[config.mk]
export PLATFORM = sky130hd
export DESIGN_NAME = rau_ctrl
export DESIGN_NICKNAME = d
export VERILOG_FILES = /design/src/hdl/rau_pkg.sv /design/src/hdl/rau_ctrl.sv
export SDC_FILE = /design/constraint.sdc
export NUM_CORES = 1
export LEC_CHECK = 0
export BUFFER_PORTS_ARGS = -buffer_cell sky130_fd_sc_hd__buf_2
export CORE_MARGIN = 2
export CORE_UTILIZATION = 37
export DETAILED_ROUTE_END_ITERATION = 8
export PLACE_DENSITY_LB_ADDON = 0.3
export SLEW_MARGIN = 15
export SYNTH_ARGS = -nofsm -noshare
export SYNTH_HDL_FRONTEND = slang
export SYNTH_SLANG_ARGS = --single-unit
[constraint.sdc]
create_clock -name i_clk -period 2.1 [get_ports i_clk]
set_clock_uncertainty 0.05 [all_clocks]
set_input_delay 0.21 -clock i_clk [delete_from_list [all_inputs] [get_ports i_clk]]
set_output_delay 0.21 -clock i_clk [all_outputs]
set_load 0.1 [all_outputs]
[src/hdl/rau_pkg.sv]
package rau_pkg;

    localparam int OPERAND_WIDTH = 32;
    localparam int FIELD_W       = 32;
    localparam int OPC_W         = 3;
    localparam int ERR_W         = 2;
    localparam int PROD_W        = 2 * OPERAND_WIDTH;
    localparam int CNT_W         = $clog2(PROD_W);
    localparam int RES_NUM_W     = 64;
    localparam int RES_DEN_W     = 63;

    localparam logic [OPC_W-1:0] OPC_ADD = OPC_W'(0);
    localparam logic [OPC_W-1:0] OPC_SUB = OPC_W'(1);
    localparam logic [OPC_W-1:0] OPC_MUL = OPC_W'(2);
    localparam logic [OPC_W-1:0] OPC_DIV = OPC_W'(3);
    localparam logic [OPC_W-1:0] OPC_NEG = OPC_W'(4);
    localparam logic [OPC_W-1:0] OPC_CMP = OPC_W'(5);

    localparam logic [ERR_W-1:0] ERR_NONE     = ERR_W'(0);
    localparam logic [ERR_W-1:0] ERR_DIV_ZERO = ERR_W'(1);
    localparam logic [ERR_W-1:0] ERR_ZERO_DEN = ERR_W'(2);

    typedef enum logic [3:0] {
        DP_NOP,
        DP_LOAD,
        DP_SET_ERR,
        DP_ZERO_FIX,
        DP_GCD_START,
        DP_DIV_START,
        DP_DIV_WB,
        DP_MUL,
        DP_X_FROM_P,
        DP_Y_FROM_P,
        DP_SUM,
        DP_R_N_FROM_P,
        DP_R_D_FROM_P,
        DP_CMP,
        DP_NEG,
        DP_OUT_LOAD
    } t_dp_op;

    // Which fraction a reduction works on.
    typedef enum logic [1:0] {
        RED_A,
        RED_B,
        RED_R
    } t_red_sel;

    typedef enum logic [2:0] {
        MUL_AN_BD,
        MUL_BN_AD,
        MUL_AD_BD,
        MUL_AN_BN,
        MUL_AD_BN
    } t_mul_sel;

    typedef struct packed {
        t_dp_op           op;
        t_red_sel         red;
        t_mul_sel         mul;
        logic [ERR_W-1:0] err;
    } t_dp_cmd;

    typedef struct packed {
        logic [OPC_W-1:0] opcode;
        logic             a_den_zero;
        logic             b_den_zero;
        logic             a_n_zero;
        logic             b_n_zero;
        logic             r_n_zero;
        logic             gcd_done;
        logic             div_done;
    } t_dp_sts;

endpackage

[src/hdl/rau_ctrl.sv]
module rau_ctrl (
    input  logic             i_clk,
    input  logic             i_rst_n,
    input  logic             i_in_valid,
    output logic             o_in_ready,
    output logic             o_out_valid,
    input  logic             i_out_ready,
    output rau_pkg::t_dp_cmd o_cmd,
    input  rau_pkg::t_dp_sts i_sts
);

    localparam int STEP_W = 3;

    localparam rau_pkg::t_dp_cmd CMD_IDLE = '{
        op:  rau_pkg::DP_NOP,
        red: rau_pkg::RED_A,
        mul: rau_pkg::MUL_AN_BD,
        err: rau_pkg::ERR_NONE
    };

    typedef enum logic [3:0] {
        S_IDLE,
        S_CHECK,
        S_RED_START,
        S_RED_GCD,
        S_RED_DIV,
        S_RED_END,
        S_OPER,
        S_PROG,
        S_DONE
    } t_state;

    t_state              r_state, n_state;
    rau_pkg::t_red_sel   r_tgt, n_tgt;
    logic [STEP_W-1:0]   r_step, n_step;
    logic                r_out_valid, n_out_valid;
    rau_pkg::t_dp_cmd    prog_cmd;
    logic                prog_last;
    logic                tgt_n_zero;

    always_comb begin
        unique case (r_tgt)
            rau_pkg::RED_A: tgt_n_zero = i_sts.a_n_zero;
            rau_pkg::RED_B: tgt_n_zero = i_sts.b_n_zero;
            default:        tgt_n_zero = i_sts.r_n_zero;
        endcase
    end

    // Short multiply programs, one datapath command per step. The product
    // register is copied out in the step after each multiplication.
    always_comb begin
        prog_cmd  = CMD_IDLE;
        prog_last = 1'b0;
        unique case (i_sts.opcode) inside
            rau_pkg::OPC_ADD, rau_pkg::OPC_SUB, rau_pkg::OPC_CMP: begin
                case (r_step)
                    STEP_W'(0): begin
                        prog_cmd.op  = rau_pkg::DP_MUL;
                        prog_cmd.mul = rau_pkg::MUL_AN_BD;
                    end
                    STEP_W'(1): prog_cmd.op = rau_pkg::DP_X_FROM_P;
                    STEP_W'(2): begin
                        prog_cmd.op  = rau_pkg::DP_MUL;
                        prog_cmd.mul = rau_pkg::MUL_BN_AD;
                    end
                    STEP_W'(3): prog_cmd.op = rau_pkg::DP_Y_FROM_P;
                    STEP_W'(4): begin
                        if (i_sts.opcode == rau_pkg::OPC_CMP) begin
                            prog_cmd.op = rau_pkg::DP_CMP;
                            prog_last   = 1'b1;
                        end else begin
                            prog_cmd.op = rau_pkg::DP_SUM;
                        end
                    end
                    STEP_W'(5): begin
                        prog_cmd.op  = rau_pkg::DP_MUL;
                        prog_cmd.mul = rau_pkg::MUL_AD_BD;
                    end
                    default: begin
                        prog_cmd.op = rau_pkg::DP_R_D_FROM_P;
                        prog_last   = 1'b1;
                    end
                endcase
            end
            rau_pkg::OPC_MUL, rau_pkg::OPC_DIV: begin
                case (r_step)
                    STEP_W'(0): begin
                        prog_cmd.op  = rau_pkg::DP_MUL;
                        prog_cmd.mul = (i_sts.opcode == rau_pkg::OPC_MUL) ?
                                       rau_pkg::MUL_AN_BN : rau_pkg::MUL_AN_BD;
                    end
                    STEP_W'(1): prog_cmd.op = rau_pkg::DP_R_N_FROM_P;
                    STEP_W'(2): begin
                        prog_cmd.op  = rau_pkg::DP_MUL;
                        prog_cmd.mul = (i_sts.opcode == rau_pkg::OPC_MUL) ?
                                       rau_pkg::MUL_AD_BD : rau_pkg::MUL_AD_BN;
                    end
                    default: begin
                        prog_cmd.op = rau_pkg::DP_R_D_FROM_P;
                        prog_last   = 1'b1;
                    end
                endcase
            end
            default: prog_last = 1'b1;
        endcase
    end

    always_comb begin
        n_state     = r_state;
        n_tgt       = r_tgt;
        n_step      = r_step;
        n_out_valid = r_out_valid && !i_out_ready;
        o_cmd       = CMD_IDLE;
        o_in_ready  = 1'b0;
        unique case (r_state)
            S_IDLE: begin
                o_in_ready = 1'b1;
                if (i_in_valid) begin
                    o_cmd.op = rau_pkg::DP_LOAD;
                    n_state  = S_CHECK;
                end
            end
            S_CHECK: begin
                if (i_sts.opcode > rau_pkg::OPC_CMP) begin
                    n_state = S_DONE;
                end else if (i_sts.a_den_zero ||
                             (i_sts.opcode != rau_pkg::OPC_NEG && i_sts.b_den_zero)) begin
                    o_cmd.op  = rau_pkg::DP_SET_ERR;
                    o_cmd.err = rau_pkg::ERR_ZERO_DEN;
                    n_state   = S_DONE;
                end else begin
                    n_tgt   = rau_pkg::RED_A;
                    n_state = S_RED_START;
                end
            end
            S_RED_START: begin
                o_cmd.red = r_tgt;
                if (tgt_n_zero) begin
                    o_cmd.op = rau_pkg::DP_ZERO_FIX;
                    n_state  = S_RED_END;
                end else begin
                    o_cmd.op = rau_pkg::DP_GCD_START;
                    n_state  = S_RED_GCD;
                end
            end
            S_RED_GCD: begin
                o_cmd.red = r_tgt;
                if (i_sts.gcd_done) begin
                    o_cmd.op = rau_pkg::DP_DIV_START;
                    n_state  = S_RED_DIV;
                end
            end
            S_RED_DIV: begin
                o_cmd.red = r_tgt;
                if (i_sts.div_done) begin
                    o_cmd.op = rau_pkg::DP_DIV_WB;
                    n_state  = S_RED_END;
                end
            end
            S_RED_END: begin
                unique case (r_tgt)
                    rau_pkg::RED_A: begin
                        if (i_sts.opcode == rau_pkg::OPC_NEG) begin
                            n_state = S_OPER;
                        end else begin
                            n_tgt   = rau_pkg::RED_B;
                            n_state = S_RED_START;
                        end
                    end
                    rau_pkg::RED_B: n_state = S_OPER;
                    default:        n_state = S_DONE;
                endcase
            end
            S_OPER: begin
                n_step = '0;
                if (i_sts.opcode == rau_pkg::OPC_NEG) begin
                    o_cmd.op = rau_pkg::DP_NEG;
                    n_state  = S_DONE;
                end else if (i_sts.opcode == rau_pkg::OPC_DIV && i_sts.b_n_zero) begin
                    o_cmd.op  = rau_pkg::DP_SET_ERR;
                    o_cmd.err = rau_pkg::ERR_DIV_ZERO;
                    n_state   = S_DONE;
                end else begin
                    n_state = S_PROG;
                end
            end
            S_PROG: begin
                o_cmd  = prog_cmd;
                n_step = r_step + STEP_W'(1);
                if (prog_last) begin
                    if (i_sts.opcode == rau_pkg::OPC_CMP) begin
                        n_state = S_DONE;
                    end else begin
                        n_tgt   = rau_pkg::RED_R;
                        n_state = S_RED_START;
                    end
                end
            end
            S_DONE: begin
                if (!r_out_valid || i_out_ready) begin
                    o_cmd.op    = rau_pkg::DP_OUT_LOAD;
                    n_out_valid = 1'b1;
                    n_state     = S_IDLE;
                end
            end
            default: n_state = S_IDLE;
        endcase
    end

    always_ff @(posedge i_clk) begin
        if (!i_rst_n) begin
            r_state     <= S_IDLE;
            r_tgt       <= rau_pkg::RED_A;
            r_step      <= '0;
            r_out_valid <= 1'b0;
        end else begin
            r_state     <= n_state;
            r_tgt       <= n_tgt;
            r_step      <= n_step;
            r_out_valid <= n_out_valid;
        end
    end

    assign o_out_valid = r_out_valid;

endmodule

### After elaboration in Yosys (flattened, before gate mapping)

Cells that the tools add are included.
W data, S select, Z words.

* flip-flop bits (word level): 10
* bits of input ports: 14
* output and inout port bits: 13
* logic and storage cells: 114

* add/sub/neg operators: 1
* order comparisons: 1
* equal/unequal tests: 30
* multiplexer cells: 56
* reductions and logical operators: 22

Operator list (number)
* $mux W4: 12
* $pmux W4 S9: 1
* $pmux W4 S8: 1
* $mux W2: 13
* $mux W3: 8
* $pmux W4 S2: 3
* $ne A2 B2 Y1 const B: 10
* $pmux W3 S2: 3
* $eq A4 B3 Y1 const B: 4
* $pmux W4 S4: 1
* $eq A3 B2 Y1 const B: 4
* $eq A3 B3 Y1 const B: 4
* $reduce_or A3 Y1: 4
* $eq A4 B2 Y1 const B: 2
* $mux W1: 8
* $pmux W2 S2: 2
* $reduce_and A7 Y1: 1
* $eq A3 B1 Y1 const B: 2
* $logic_not A3 Y1: 2
* $pmux W1 S2: 3
* $pmux W2 S3: 1
* $reduce_and A5 Y1: 1
* $reduce_or A5 Y1: 1
* $eq A4 B1 Y1 const B: 1
* 13 further kinds: 18

### Logic depth before layout (Yosys ltp)

* depth after elaboration: 6
* gate-level depth with buffers: 8
* depth with buffers taken out: 7

### Worst setup path after synthesis

Ideal clock, no wire load.

* path kind: reg-to-output
* from: register r_state[0]
* to: output o_cmd[7] (netlist name)
* data arrival time: 4.575 ns
* data required time: 1.840 ns
* setup slack: -2.735 ns
* stages on the path, launching flop included: 7
* path buffers: 2
* cell sequence: dfxtp_1 buf_4 clkbuf_1 nor4_1 nand2_1 nand2_1 a211o_1

RTL lines
* start: declaration: line rau_ctrl.sv:33 `t_state r_state, n_state;`
* start signal: assignment: line rau_ctrl.sv:217 `r_state <= n_state;`
* end: declaration: line rau_ctrl.sv:8 `output rau_pkg::t_dp_cmd o_cmd,`

==> reports/results.tsv <==
metric	value	unit
max_slew_margin	68.2	%
path_buf_inv	2	
r2r-end	r_state[1]$_SDFFE_PN0P_	
crit_arrival	2.18	ns
failed_checks	negative setup slack	
wl_per_cell	14.8	um
dp_hpwl	3200	um
synth-edff-count	0	
core	3280	um2
ant_nets	0	
totalWireLength	4180	um
leakage	0.000874	uW
critical_path.max_fanout	2	
row_count	21	
async_flop_share	0	%
final_nets	257	
grt_pass1_vias	1450	
cp.depth	8	
synth-seq-cells	10	
die_area	3850	um2
yosysWarnings	0	
yosys-top-cells-area	dfxtp_1 (16%), nand2_1 (6.0%), nor2_1 (5.7%), ha_1 (5.0%), mux2i_1 (4.8%)	
cp-startpoint	r_step[1]$_SDFFE_PN0P_	
nFillCells	264	
port_buffers	26	
vias	1566	
ctsHoldBuffers	0	
r2r_setup_slack	0.02	ns
p_int	499	uW
gp_congestion	0.944	
critPathCaptureType	output port	
maxCapViolCount	0	
grt_max_degree	10	
firstDrtPassIters	4	
yosysTopAreaCell	dfxtp_1	
dr.first_iter.drc_count	83	
viasPerCell	5.53	
finalMaxSlewViolations	0	
grt_pass1_wl	6580	um
dieWidth	62.0	um
multiInputGateArea	1180	um2
final_cell_area	2190	um2
ff_latch_area	209	um2
layout.cells.non_filler	283	
status	finished with violations	
dpl.cell_count	275	
r2r-start	r_step[1]$_SDFFE_PN0P_	
htreeDepth	1	
numCtsBuffers	3	
synth_most_common_cell	nand2_1	
synth_top_cell_area_share	16.1	%
drive_gt1_share	52.7	%
fmax	410	MHz
hold_violations	0	
period_needed	2.44	ns
netlist_top_cells_count	nand2_1 (20), nor2_1 (19)	
fp.dieH	62.0	um
cellPowerDensity	419	nW/um2
remaining_drc_errors	0	
p_comb_share	57.3	%
rsz0062_at_grt	yes	
grt.total_usage	23.1	%
worst_pin_slew	0.463	ns
postSynthCellCount	173	
worstSetupStartpointType	flop	
worstPathCellList	inv_2 > ha_4 > or3b_4 > a21oi_4 > nand2b_4 > o31ai_1 > a2111o_2 > buf_6	
syn_area	1250	um2
diodes	0	
min_path_type	primary input to flop	
p_sw	419	uW
grt.overflow.total	0	
antenna_found_initial	0	
pin_count	27	
yosysSeqAreaShare	16.1	%
root_buffer	clkbuf_4	
initial_core_util	37.9	%
cts_buffer_depth	2	
numClockSinks	10	
synthFlopType	dfxtp_1	
critPathCapture	o_cmd[8]	
fin_util	66.7	%
avgSynthCellArea	7.20	um2
area_growth	75.8	%
placed_area	1950	um2
slowest_stage	a2111o_2	
timing.final.crit_share	116	%
clockPowerShare	19.7	%
synth.net_count	192	
path_clk_slew	0.07	ns
finalPower	918	uW
required	1.84	ns
critPathKind	flop to output port	
setup_viol	5	
sw_frac_of_total	45.6	%
max_stage_delay	0.44	ns
seqPwrFrac	23.0	%
hold_depth	4	
reg2reg_depth	8	
peakVddDrop	0.319	mV
clock_latency	0.28	ns
critPathTopFamily	compound AO/OA/AOI/OAI gates	
cts_tree	built	
worst_slack	-0.338	ns
ys_types	51	
metal layers:
layer	vias up	wire (um)	global-route usage (%)
met5	-	0	0
met4	0	92	9.42
met3	14	149	4.14
met2	44	2100	37.9
met1	741	1840	29.8
li1	767	-	-
power groups by stage:
stage | clock network, uW | logic (uW) | registers, uW
finish | 181 | 526 | 211
global route | 203 | 552 | 213
global placement | 0 | 476 | 213
detailed placement | 0 | 481 | 213
floorplan | 0 | 344 | 213
CTS | 189 | 514 | 209
state kept, by name, summed over array words and instances, names as in the netlist:
signal,cells
r_state,4
r_step,3
r_tgt,2
o_out_valid,1
cells in the final DEF, fill, tap and decap left out, types with 4 or more instances in the layout:
master    netlist  final
nand2b_1        5      4
buf_2           4     15
buf_12          0     11
nor2_1         19     17
dfxtp_2         0      4
a31oi_1         4      4
buf_4           4     40
nor3_1         10      4
dfxtp_1        10      5
inv_1          10      8
mux2i_1         6      6
buf_6           2      6
nand2_1        20     20
a21oi_1        10      9
through the flow:
step                      hold slack [ns]  setup slack (ns)  TNS (ns)
final                               0.178            -0.338    -0.788
after global routing                0.177            -0.400     -1.34
after CTS                           0.170            -0.326    -0.823
after detailed placement            0.467            -0.147    -0.249
after global placement              0.457            -0.124    -0.188
after floorplan                     0.268            -0.432    -0.776
worst register-to-register path: stages, from the launching register on:
cell,delay [ns]
dfxtp_2,0.32
buf_4,0.15
ha_1,0.19
ha_2,0.19
buf_4,0.15
o21bai_2,0.16
a41oi_4,0.16
a2111o_1,0.51
o22ai_2,0.13
cells by family after synthesis:
group                      count (synthesis)  synth area share [%]
adders and majority gates                  5                  5.02
AOI/OAI and AO/OA                         47                  27.2
DFF                                       10                  16.1
buffers and inverters                     22                  9.44
muxes                                      6                  4.82
and+or+nand+nor                           83                  37.4
worst min-delay path by stage:
stage	endpoint	start	slack [ns]
finish	o_out_valid$_SDFF_PN0_	i_out_ready	0.18
global route	r_tgt[0]$_SDFFE_PN0P_	i_rst_n	0.18
CTS	r_tgt[0]$_SDFFE_PN0P_	i_rst_n	0.17
detailed placement	r_tgt[0]$_SDFFE_PN0P_	i_rst_n	0.47
global placement	r_tgt[0]$_SDFFE_PN0P_	i_rst_n	0.46
floorplan	r_tgt[0]$_SDFFE_PN0P_	i_rst_n	0.27
repair_timing:
| item | in CTS | in global routing |
|---|---|---|
| gates resized for setup | 27 | 14 |
| pin swaps | 9 | 8 |
| endpoints found under the setup margin | 4 | 11 |
| buffers inserted | 2 | 2 |
layout make-up:
cell class / count / area share (%)
Multi-Input combinational cell: 141 / 54.0
Timing Repair Buffer: 72 / 30.3
Sequential cell: 10 / 9.54
Tap cell: 46 / 2.63
Inverter: 10 / 1.94
Clock buffer: 4 / 1.66
(Power assumes the default switching activity.)
